**config.mk**
```make
export PLATFORM = sky130hd
export DESIGN_NAME = midi_driven_rgb_led_matrix_scanner
export DESIGN_NICKNAME = d
export VERILOG_FILES = /design/src/sv/mdrl_pkg.sv /design/src/sv/mdrl_ram.sv /design/src/sv/mdrl_ctrl.sv /design/src/sv/mdrl_dp.sv /design/src/sv/midi_driven_rgb_led_matrix_scanner.sv
export VERILOG_INCLUDE_DIRS = /design/src /design/src/sv
export SDC_FILE = /design/constraint.sdc
export NUM_CORES = 1
export LEC_CHECK = 0
export CORE_MARGIN = 5
export CORE_UTILIZATION = 55
export CTS_BUF_LIST = sky130_fd_sc_hd__clkbuf_8
export CTS_CLUSTER_SIZE = 20
export DETAILED_ROUTE_END_ITERATION = 10
export DONT_BUFFER_PORTS = 1
export PLACE_DENSITY = 0.7
export SYNTH_ARGS = -nofsm -noshare
export SYNTH_HDL_FRONTEND = slang
export SYNTH_SLANG_ARGS = --single-unit
```
**constraint.sdc**
```tcl
create_clock -name i_clk -period 6.3 [get_ports i_clk]
set_clock_uncertainty 0.05 [all_clocks]
set_input_delay 0.63 -clock i_clk [delete_from_list [all_inputs] [get_ports i_clk]]
set_output_delay 0.63 -clock i_clk [all_outputs]
set_load 0.02 [all_outputs]
```
**src/sv/assert_macros.svh**
```systemverilog
// ----------------------------------------------------------------------------
// Assertion macros
// Concurrent assertion helpers shared by the matrix scanner modules.
// ----------------------------------------------------------------------------
`ifndef ASSERT_MACROS_SVH
`define ASSERT_MACROS_SVH

`ifndef SYNTHESIS

`define ASSERT_ALWAYS(lbl, clk, rst_n, prop, msg) \
    lbl: assert property (@(posedge clk) disable iff (!rst_n) prop) else $error(msg);

`define ASSERT_NEVER(lbl, clk, rst_n, prop, msg) \
    lbl: assert property (@(posedge clk) disable iff (!rst_n) not (prop)) else $error(msg);

`else

`define ASSERT_ALWAYS(lbl, clk, rst_n, prop, msg)

`define ASSERT_NEVER(lbl, clk, rst_n, prop, msg)

`endif

`endif

```
**src/sv/mdrl_pkg.sv**
```systemverilog
// ----------------------------------------------------------------------------
// Matrix scanner package
// Shared types and MIDI decode constants of the LED matrix scanner.
// ----------------------------------------------------------------------------
package mdrl_pkg;

    localparam int IN_W  = 24;
    localparam int OUT_W = 64;

    localparam logic [7:0] NOTE_STATUS_MASK = 8'hF0;
    localparam logic [7:0] NOTE_STATUS      = 8'h90;
    localparam logic [6:0] COLOUR_TOP_NOTE  = 7'h70;
    localparam logic [6:0] NOTE_SONG        = 7'h7B;
    localparam logic [6:0] NOTE_TOTAL       = 7'h71;
    localparam logic [6:0] NOTE_FX0         = 7'h78;
    localparam logic [6:0] NOTE_FX1         = 7'h79;
    localparam logic [6:0] NOTE_FX2         = 7'h7A;
    localparam logic [6:0] NOTE_CLEAR       = 7'h7D;
    localparam logic [2:0] COLOUR_MASK      = 3'h7;
    localparam logic [6:0] NOTE_OFFSET_RST  = 7'd49;

    // Commands from the controller to the datapath.
    typedef struct packed {
        logic capture;
        logic do_event;
        logic issue_rd;
        logic load_out;
    } t_cmd;

    // Status from the datapath to the controller.
    typedef struct packed {
        logic last_col;
        logic out_free;
    } t_sts;

endpackage

```
**src/sv/mdrl_ram.sv**
```systemverilog
// ----------------------------------------------------------------------------
// Generic RAM
// Single write port, single read port, registered read data.
// ----------------------------------------------------------------------------
module mdrl_ram #(
    parameter int WIDTH = 3,
    parameter int DEPTH = 64
) (
    input  logic                     i_clk,
    input  logic                     i_we,
    input  logic [$clog2(DEPTH)-1:0] i_waddr,
    input  logic [WIDTH-1:0]         i_wdata,
    input  logic [$clog2(DEPTH)-1:0] i_raddr,
    output logic [WIDTH-1:0]         o_rdata
);

    logic [WIDTH-1:0] r_mem [DEPTH];
    logic [WIDTH-1:0] r_rdata;

    always_ff @(posedge i_clk) begin
        if (i_we) begin
            r_mem[i_waddr] <= i_wdata;
        end
        r_rdata <= r_mem[i_raddr];
    end

    assign o_rdata = r_rdata;

endmodule

```
**src/sv/mdrl_ctrl.sv**
```systemverilog
// ----------------------------------------------------------------------------
// Matrix scanner controller
// Sequences one request: capture, execute, column scan, result load.
// ----------------------------------------------------------------------------
`include "assert_macros.svh"

module mdrl_ctrl
    import mdrl_pkg::*;
(
    input  logic i_clk,
    input  logic i_rst_n,
    input  logic i_s_valid,
    output logic o_s_ready,
    input  t_sts i_sts,
    output t_cmd o_cmd
);

    typedef enum logic [4:0] {
        ST_IDLE = 5'b00001,
        ST_EXEC = 5'b00010,
        ST_SCAN = 5'b00100,
        ST_LAST = 5'b01000,
        ST_EMIT = 5'b10000
    } t_state;

    t_state r_state;
    t_state n_state;

    always_comb begin
        n_state   = r_state;
        o_cmd     = '0;
        o_s_ready = 1'b0;
        unique case (r_state)
            ST_IDLE: begin
                o_s_ready = 1'b1;
                if (i_s_valid) begin
                    o_cmd.capture = 1'b1;
                    n_state       = ST_EXEC;
                end
            end
            ST_EXEC: begin
                o_cmd.do_event = 1'b1;
                n_state        = ST_SCAN;
            end
            ST_SCAN: begin
                o_cmd.issue_rd = 1'b1;
                if (i_sts.last_col) begin
                    n_state = ST_LAST;
                end
            end
            ST_LAST: begin
                n_state = ST_EMIT;
            end
            ST_EMIT: begin
                if (i_sts.out_free) begin
                    o_cmd.load_out = 1'b1;
                    n_state        = ST_IDLE;
                end
            end
            default: begin
                n_state = ST_IDLE;
            end
        endcase
    end

    always_ff @(posedge i_clk) begin
        if (!i_rst_n) begin
            r_state <= ST_IDLE;
        end else begin
            r_state <= n_state;
        end
    end

    `ASSERT_ALWAYS(a_accept_exec, i_clk, i_rst_n, (i_s_valid && o_s_ready) |=> o_cmd.do_event, "accepted request not executed")
    `ASSERT_ALWAYS(a_exec_scan, i_clk, i_rst_n, o_cmd.do_event |=> o_cmd.issue_rd, "execute not followed by scan")
    `ASSERT_ALWAYS(a_load_free, i_clk, i_rst_n, o_cmd.load_out |-> i_sts.out_free, "result loaded over a waiting one")

endmodule

```
**src/sv/mdrl_dp.sv**
```systemverilog
// ----------------------------------------------------------------------------
// Matrix scanner datapath
// Request registers, MIDI decode, colour store, status registers, row scan
// and the output register.
// ----------------------------------------------------------------------------
`include "assert_macros.svh"

module mdrl_dp
    import mdrl_pkg::*;
#(
    parameter int LED_ENTRIES = 64,
    parameter int ROWS        = 8,
    parameter int COLUMNS     = 8
) (
    input  logic             i_clk,
    input  logic             i_rst_n,
    input  logic             i_cfg_we,
    input  logic [6:0]       i_cfg_wdata,
    input  logic [IN_W-1:0]  i_s_data,
    input  logic             i_s_user,
    input  logic             i_m_ready,
    output logic             o_m_valid,
    output logic [OUT_W-1:0] o_m_data,
    input  t_cmd             i_cmd,
    output t_sts             o_sts
);

    localparam int ADDR_W   = $clog2(LED_ENTRIES);
    localparam int ROW_W    = (ROWS > 1) ? $clog2(ROWS) : 1;
    localparam int VIS_COLS = (COLUMNS < 8) ? COLUMNS : 8;
    localparam int SCAN_W   = 9;

    logic              r_req_type;
    logic [7:0]        r_status;
    logic [6:0]        r_note;
    logic [6:0]        r_vel;
    logic [6:0]        r_offset;
    logic [ROW_W-1:0]  r_row;
    logic [6:0]        r_song;
    logic [6:0]        r_total;
    logic [6:0]        r_fx0;
    logic [6:0]        r_fx1;
    logic [6:0]        r_fx2;
    logic              r_changed;
    logic [LED_ENTRIES-1:0] r_valid;
    logic [2:0]        r_col;
    logic              r_rd_pend;
    logic [2:0]        r_rd_col;
    logic              r_rd_ok;
    logic [7:0]        r_red;
    logic [7:0]        r_blue;
    logic [7:0]        r_green;
    logic [OUT_W-1:0]  r_out;
    logic              r_out_valid;

    logic              w_is_note;
    logic              w_in_range;
    logic [SCAN_W-1:0] w_wr_idx;
    logic              w_wr_en;
    logic              w_clear;
    logic [SCAN_W-1:0] w_scan_idx;
    logic              w_scan_ok;
    logic [2:0]        w_rd_data;

    assign w_is_note  = (r_status & NOTE_STATUS_MASK) == NOTE_STATUS;
    assign w_in_range = (r_note >= r_offset) && (r_note <= COLOUR_TOP_NOTE);
    assign w_wr_idx   = SCAN_W'(r_note - r_offset);
    assign w_wr_en    = i_cmd.do_event && !r_req_type && w_is_note && w_in_range
                        && (w_wr_idx < SCAN_W'(LED_ENTRIES));
    assign w_clear    = i_cmd.do_event && !r_req_type && w_is_note
                        && (r_note == NOTE_CLEAR);

    assign w_scan_idx = SCAN_W'(r_row) * SCAN_W'(COLUMNS) + SCAN_W'(r_col);
    assign w_scan_ok  = w_scan_idx < SCAN_W'(LED_ENTRIES);

    mdrl_ram #(
        .WIDTH (3),
        .DEPTH (LED_ENTRIES)
    ) u_store (
        .i_clk   (i_clk),
        .i_we    (w_wr_en),
        .i_waddr (w_wr_idx[ADDR_W-1:0]),
        .i_wdata ((r_vel[6:4]) & COLOUR_MASK),
        .i_raddr (w_scan_idx[ADDR_W-1:0]),
        .o_rdata (w_rd_data)
    );

    assign o_sts.last_col = r_col == 3'(VIS_COLS - 1);
    assign o_sts.out_free = !r_out_valid || i_m_ready;

    // Control state.
    always_ff @(posedge i_clk) begin
        if (!i_rst_n) begin
            r_offset    <= NOTE_OFFSET_RST;
            r_row       <= '0;
            r_song      <= '0;
            r_total     <= '0;
            r_fx0       <= '0;
            r_fx1       <= '0;
            r_fx2       <= '0;
            r_valid     <= '0;
            r_rd_pend   <= 1'b0;
            r_out_valid <= 1'b0;
        end else begin
            if (i_cfg_we) begin
                r_offset <= i_cfg_wdata;
            end
            if (i_cmd.do_event && r_req_type) begin
                if (r_row == ROW_W'(ROWS - 1)) begin
                    r_row <= '0;
                end else begin
                    r_row <= r_row + ROW_W'(1);
                end
            end
            if (i_cmd.do_event && !r_req_type && w_is_note && !w_in_range) begin
                case (r_note)
                    NOTE_SONG:  r_song  <= r_vel;
                    NOTE_TOTAL: r_total <= r_vel;
                    NOTE_FX0:   r_fx0   <= r_vel;
                    NOTE_FX1:   r_fx1   <= r_vel;
                    NOTE_FX2:   r_fx2   <= r_vel;
                    default:    ;
                endcase
            end
            if (w_clear) begin
                r_valid <= '0;
            end else if (w_wr_en) begin
                r_valid[w_wr_idx[ADDR_W-1:0]] <= 1'b1;
            end
            r_rd_pend <= i_cmd.issue_rd;
            if (i_cmd.load_out) begin
                r_out_valid <= 1'b1;
            end else if (i_m_ready) begin
                r_out_valid <= 1'b0;
            end
        end
    end

    // Payload.
    always_ff @(posedge i_clk) begin
        if (i_cmd.capture) begin
            r_req_type <= i_s_user;
            r_status   <= i_s_data[7:0];
            r_note     <= i_s_data[14:8];
            r_vel      <= i_s_data[21:15];
        end
        if (i_cmd.do_event) begin
            r_changed <= !r_req_type && w_is_note && !w_in_range
                         && ((r_note == NOTE_SONG) || (r_note == NOTE_TOTAL)
                         || (r_note == NOTE_FX0) || (r_note == NOTE_FX1)
                         || (r_note == NOTE_FX2));
            r_col   <= '0;
            r_red   <= '0;
            r_blue  <= '0;
            r_green <= '0;
        end else if (i_cmd.issue_rd) begin
            r_col <= r_col + 3'd1;
        end
        r_rd_col <= r_col;
        r_rd_ok  <= w_scan_ok && r_valid[w_scan_idx[ADDR_W-1:0]];
        if (r_rd_pend) begin
            r_red[r_rd_col]   <= r_rd_ok & w_rd_data[0];
            r_blue[r_rd_col]  <= r_rd_ok & w_rd_data[1];
            r_green[r_rd_col] <= r_rd_ok & w_rd_data[2];
        end
        if (i_cmd.load_out) begin
            r_out <= {1'b0, r_changed, r_fx2, r_fx1, r_fx0, r_total, r_song,
                      r_green, r_blue, r_red, 3'(r_row)};
        end
    end

    assign o_m_valid = r_out_valid;
    assign o_m_data  = r_out;

    `ASSERT_ALWAYS(a_pend_follows_issue, i_clk, i_rst_n, r_rd_pend |-> $past(i_cmd.issue_rd), "column read without issue")
    `ASSERT_ALWAYS(a_clear_empties, i_clk, i_rst_n, w_clear |=> (r_valid == '0), "store clear left live entries")
    `ASSERT_NEVER(a_tick_no_change, i_clk, i_rst_n, (i_cmd.do_event && r_req_type) ##1 r_changed, "scan tick flagged a display change")

endmodule

```
**src/sv/midi_driven_rgb_led_matrix_scanner.sv**
```systemverilog
// ----------------------------------------------------------------------------
// MIDI driven RGB LED matrix scanner
// Note messages fill a colour store and set song and effect status values;
// scan ticks step the row and each request answers with the row's columns.
//
// Channel   Port group       Content
// input     s_axis_*         tuser: request type; tdata: status, note, velocity
// output    m_axis_*         tdata: row, red, blue, green, song, total,
//                            repeat, delay, redux, display changed
// config    i_cfg_*          note offset
//
// A request's column bits come from one store read per column, and the
// result is then loaded. The next request is taken only after the load. The
// store is usable right after reset; per-entry valid flags stand in for a
// clearing pass, and a clear note resets them all. A result waits in the
// output register while the next request is taken in, and the load stalls
// while an earlier result is still waiting.
// ----------------------------------------------------------------------------
module midi_driven_rgb_led_matrix_scanner
    import mdrl_pkg::*;
#(
    parameter int LED_ENTRIES = 64,
    parameter int ROWS        = 8,
    parameter int COLUMNS     = 8
) (
    input  logic             i_clk,
    input  logic             i_rst_n,
    input  logic             i_cfg_we,
    input  logic [6:0]       i_cfg_wdata,
    input  logic             s_axis_tvalid,
    output logic             s_axis_tready,
    // Bits from low: status_byte[7:0], note_number[14:8], velocity[21:15], zeros.
    input  logic [IN_W-1:0]  s_axis_tdata,
    // Bit 0: req_type.
    input  logic [0:0]       s_axis_tuser,
    output logic             m_axis_tvalid,
    input  logic             m_axis_tready,
    // Bits from low: row_select[2:0], red_columns[10:3], blue_columns[18:11],
    // green_columns[26:19], song_now[33:27], song_total[40:34],
    // repeat_status[47:41], delay_status[54:48], redux_status[61:55],
    // display_changed[62], zero.
    output logic [OUT_W-1:0] m_axis_tdata
);

    t_cmd w_cmd;
    t_sts w_sts;

    mdrl_ctrl u_ctrl (
        .i_clk     (i_clk),
        .i_rst_n   (i_rst_n),
        .i_s_valid (s_axis_tvalid),
        .o_s_ready (s_axis_tready),
        .i_sts     (w_sts),
        .o_cmd     (w_cmd)
    );

    mdrl_dp #(
        .LED_ENTRIES (LED_ENTRIES),
        .ROWS        (ROWS),
        .COLUMNS     (COLUMNS)
    ) u_dp (
        .i_clk       (i_clk),
        .i_rst_n     (i_rst_n),
        .i_cfg_we    (i_cfg_we),
        .i_cfg_wdata (i_cfg_wdata),
        .i_s_data    (s_axis_tdata),
        .i_s_user    (s_axis_tuser[0]),
        .i_m_ready   (m_axis_tready),
        .o_m_valid   (m_axis_tvalid),
        .o_m_data    (m_axis_tdata),
        .i_cmd       (w_cmd),
        .o_sts       (w_sts)
    );

endmodule
```
==> results.yml <==
status:
  status: "complete, no violations"
synth:
  syn_avg_cell_area_um2: 16.0
  synthesis.area_um2: 16600
  synth_fp_nets: 1081
  postSynth.asyncResetShare: 0
  synth_edf_count: 275
  yosys_register_bits: 425
  synth_seq_area_share: 0.680
  syn_inst: 1032
  synth_cell_types: 66
  synth_top_flop_cell: "edfxtp_1"
  yosysWarnings: 0
hold_path:
  hold_depth: 1
  hp-class: "in -> reg"
grt:
  overflow: 0
  antenna_found_initial: 0
  grt_pass1_vias: 8978
  grt.total_usage: 0.195
  grt_max_degree: 70
  grt_pass1_wl_um: 51000
clock_tree:
  clk_pin_slew_worst_paths_ns: 0.06
  cts.sinks: 425
  htreeDepth: 3
  cts-resized-gates: 0
  cts_tree: "yes"
  cts_root_buffer: "clkbuf_8"
  clk_latency_ns: 0.57
  cts_hold_buf: 0
  cts_buffers: 67
  clockBufferDepth: 3
  post_cts_buffers: 0
floorplanning:
  die_w_um: 184
  die_height_um: 184
  pin_count: 103
  rows: 63
  dieArea_um2: 33700
  start_util: 0.557
  core_area_um2: 29700
power:
  p_leak_nw: 5.91
  ir_drop_mv: 0.210
  power_density_nw_per_um2: 325
final_layout:
  nets: 1101
  mostFrequentLayoutCells: "edfxtp_1 (275), dfxtp_1 (148), clkbuf_8 (73)"
  area_delta_synth_final_pct: 9.29
  final_cells: 1495
  drive_gt1_frac: 0.216
  antenna_cells_inserted: 0
  layout_commonest_cell: "edfxtp_1"
worst_setup_path:
  cp.required_ns: 6.43
  endpoint_kind: "flop"
  cp_slowest_cell: "nor3_1"
  crit_fanout: 64
  critPathKind: "reg -> reg"
  cp_top_family: "simple AND/OR/NAND/NOR gates"
  cp.depth: 9
  reg2reg_depth: 9
  cp.arrival_ns: 3.87
  cpPeakStageDelay_ns: 0.70
  crit_path_start_kind: "flop"
  crit_buf_inv: 2
  cp_cell_sequence: "inv_1 -> ha_1 -> fa_1 -> nand2b_1 -> a21oi_4 -> a2111oi_0 -> nand4b_1 -> buf_4 -> nor3_1"
drt:
  drt_iter0_drc: 534
  drt_pass1_iterations: 5
  vias: 8800
  viasPerCell: 5.89
  wl_um: 32500
  antenna_left: 0
  wl_per_cell_um: 21.7
  drc: 0
sta:
  drv_slew: 0
  finalSetupViolCount: 0
  fin_tns_setup_ns: 0
  fin_crit_ns: 3.74
  rsz0062_at_grt: "false"
  max_freq_mhz: 267
  period_share: 0.594
  finalHoldViolations: 0
  tightest_slew_ns: 1.24
  slew_headroom: 0.175
placed_design:
  globalplace.congestion: 0.770
  port_buffers: 0
  hpwlAfterDp_um: 20100
  placedCellCount: 1373
flow_run:
  drv_cap: 0
-- power by group --
part | switching [mW] | internal (mW) | leakage (nW)
Clock | 1.02 | 1.11 | 0.756
Combinational | 0.398 | 0.240 | 1.43
Sequential | 0.0855 | 3.02 | 3.72
-- state kept, by name (all words and copies together), names as in the netlist, 8 cells and up --
| name | cells |
|---|---|
| u_dp.u_store.r_mem | 192 |
| u_dp.r_valid | 64 |
| u_dp.o_m_data | 63 |
| u_dp.r_blue | 8 |
| u_dp.r_green | 8 |
| u_dp.r_red | 8 |
-- worst reg2reg max path: stages, from the launching register on --
cell	delay (ns)
edfxtp_1	0.51
inv_1	0.18
ha_1	0.27
fa_1	0.41
nand2b_1	0.22
a21oi_4	0.24
a2111oi_0	0.13
nand4b_1	0.22
buf_4	0.39
nor3_1	0.76
-- cell type report --
class,count,area [µm²]
Sequential cell,425,11300
Clock inverter,49,241
Timing Repair Buffer,9,67.6
Fill cell,2191,11600
Multi-Input combinational cell,534,4980
Tap cell,390,488
Inverter,15,56.3
Clock buffer,73,1000
-- logic make-up after synthesis --
logic type	after synthesis	synth area share
buffers and inverters	73	0.0219
multiplexers	114	0.122
other	1	0.000226
AO/OA/AOI/OAI	156	0.0681
flip-flops	425	0.680
XOR/XNOR	7	0.00506
AND/OR/NAND/NOR	244	0.0935
adder cells (fa/ha/maj)	12	0.00952
-- metrics by stage --
step / area, µm² / setup WS (ns) / hold slack [ns] / utilization / power (mW)
after floorplan: 16600 / 2.08 / 0.313 / - / 3.68
after global placement: 16900 / 2.75 / 0.354 / 0.567 / 3.80
after detailed placement: 16900 / 2.62 / 0.359 / 0.567 / 3.81
after CTS: 18100 / 2.59 / 0.0635 / 0.609 / 5.94
after global routing: 18100 / 2.35 / 0.0710 / 0.609 / 6.15
final: 18100 / 2.56 / 0.0963 / 0.609 / 5.88
-- synth_stat cells (all sizes together), types with 4 or more instances --
library cell  instances  area share
edfxtp              275        0.50
dfxtp               150        0.18
mux4                 70       0.095
o21a                 64       0.029
nor2                 63       0.015
nand2                46       0.010
mux2i                44       0.027
nor3                 44       0.016
buf                  36       0.013
nor4                 33       0.025
o22ai                26      0.0098
clkbuf               22      0.0051
nand3                21      0.0089
a22oi                16      0.0073
a21oi                15      0.0054
inv                  15      0.0034
o21ai                12      0.0041
ha                   11      0.0083
nand4                10      0.0066
nor2b                 9      0.0034
o211ai                7      0.0044
a211oi                5      0.0026
nand2b                4      0.0015
xor2                  4      0.0030
-- path summary, 6_finish.rpt --
| kind | startpoint | endpoint | slack [ns] |
|---|---|---|---|
| max | u_dp.r_note[0] | u_dp.u_store.r_mem[14][0] | 2.56 |
| min reg2reg | u_dp.r_fx0[6] | u_dp.o_m_data[47] | 0.37 |
| min | i_rst_n | u_dp.r_offset[0] | 0.1 |
| max reg2reg | u_dp.r_note[0] | u_dp.u_store.r_mem[14][0] | 2.56 |
-- per-layer routing --
metal / vias up / GRT usage / part of all wire
met5: - / 0 / 0
met4: 0 / 0.0620 / 0.022
met3: 63 / 0.0370 / 0.052
li1: 4095 / - / -
met1: 4366 / 0.263 / 0.43
met2: 276 / 0.324 / 0.50
No activity file was read; power rests on OpenSTA's default activity.
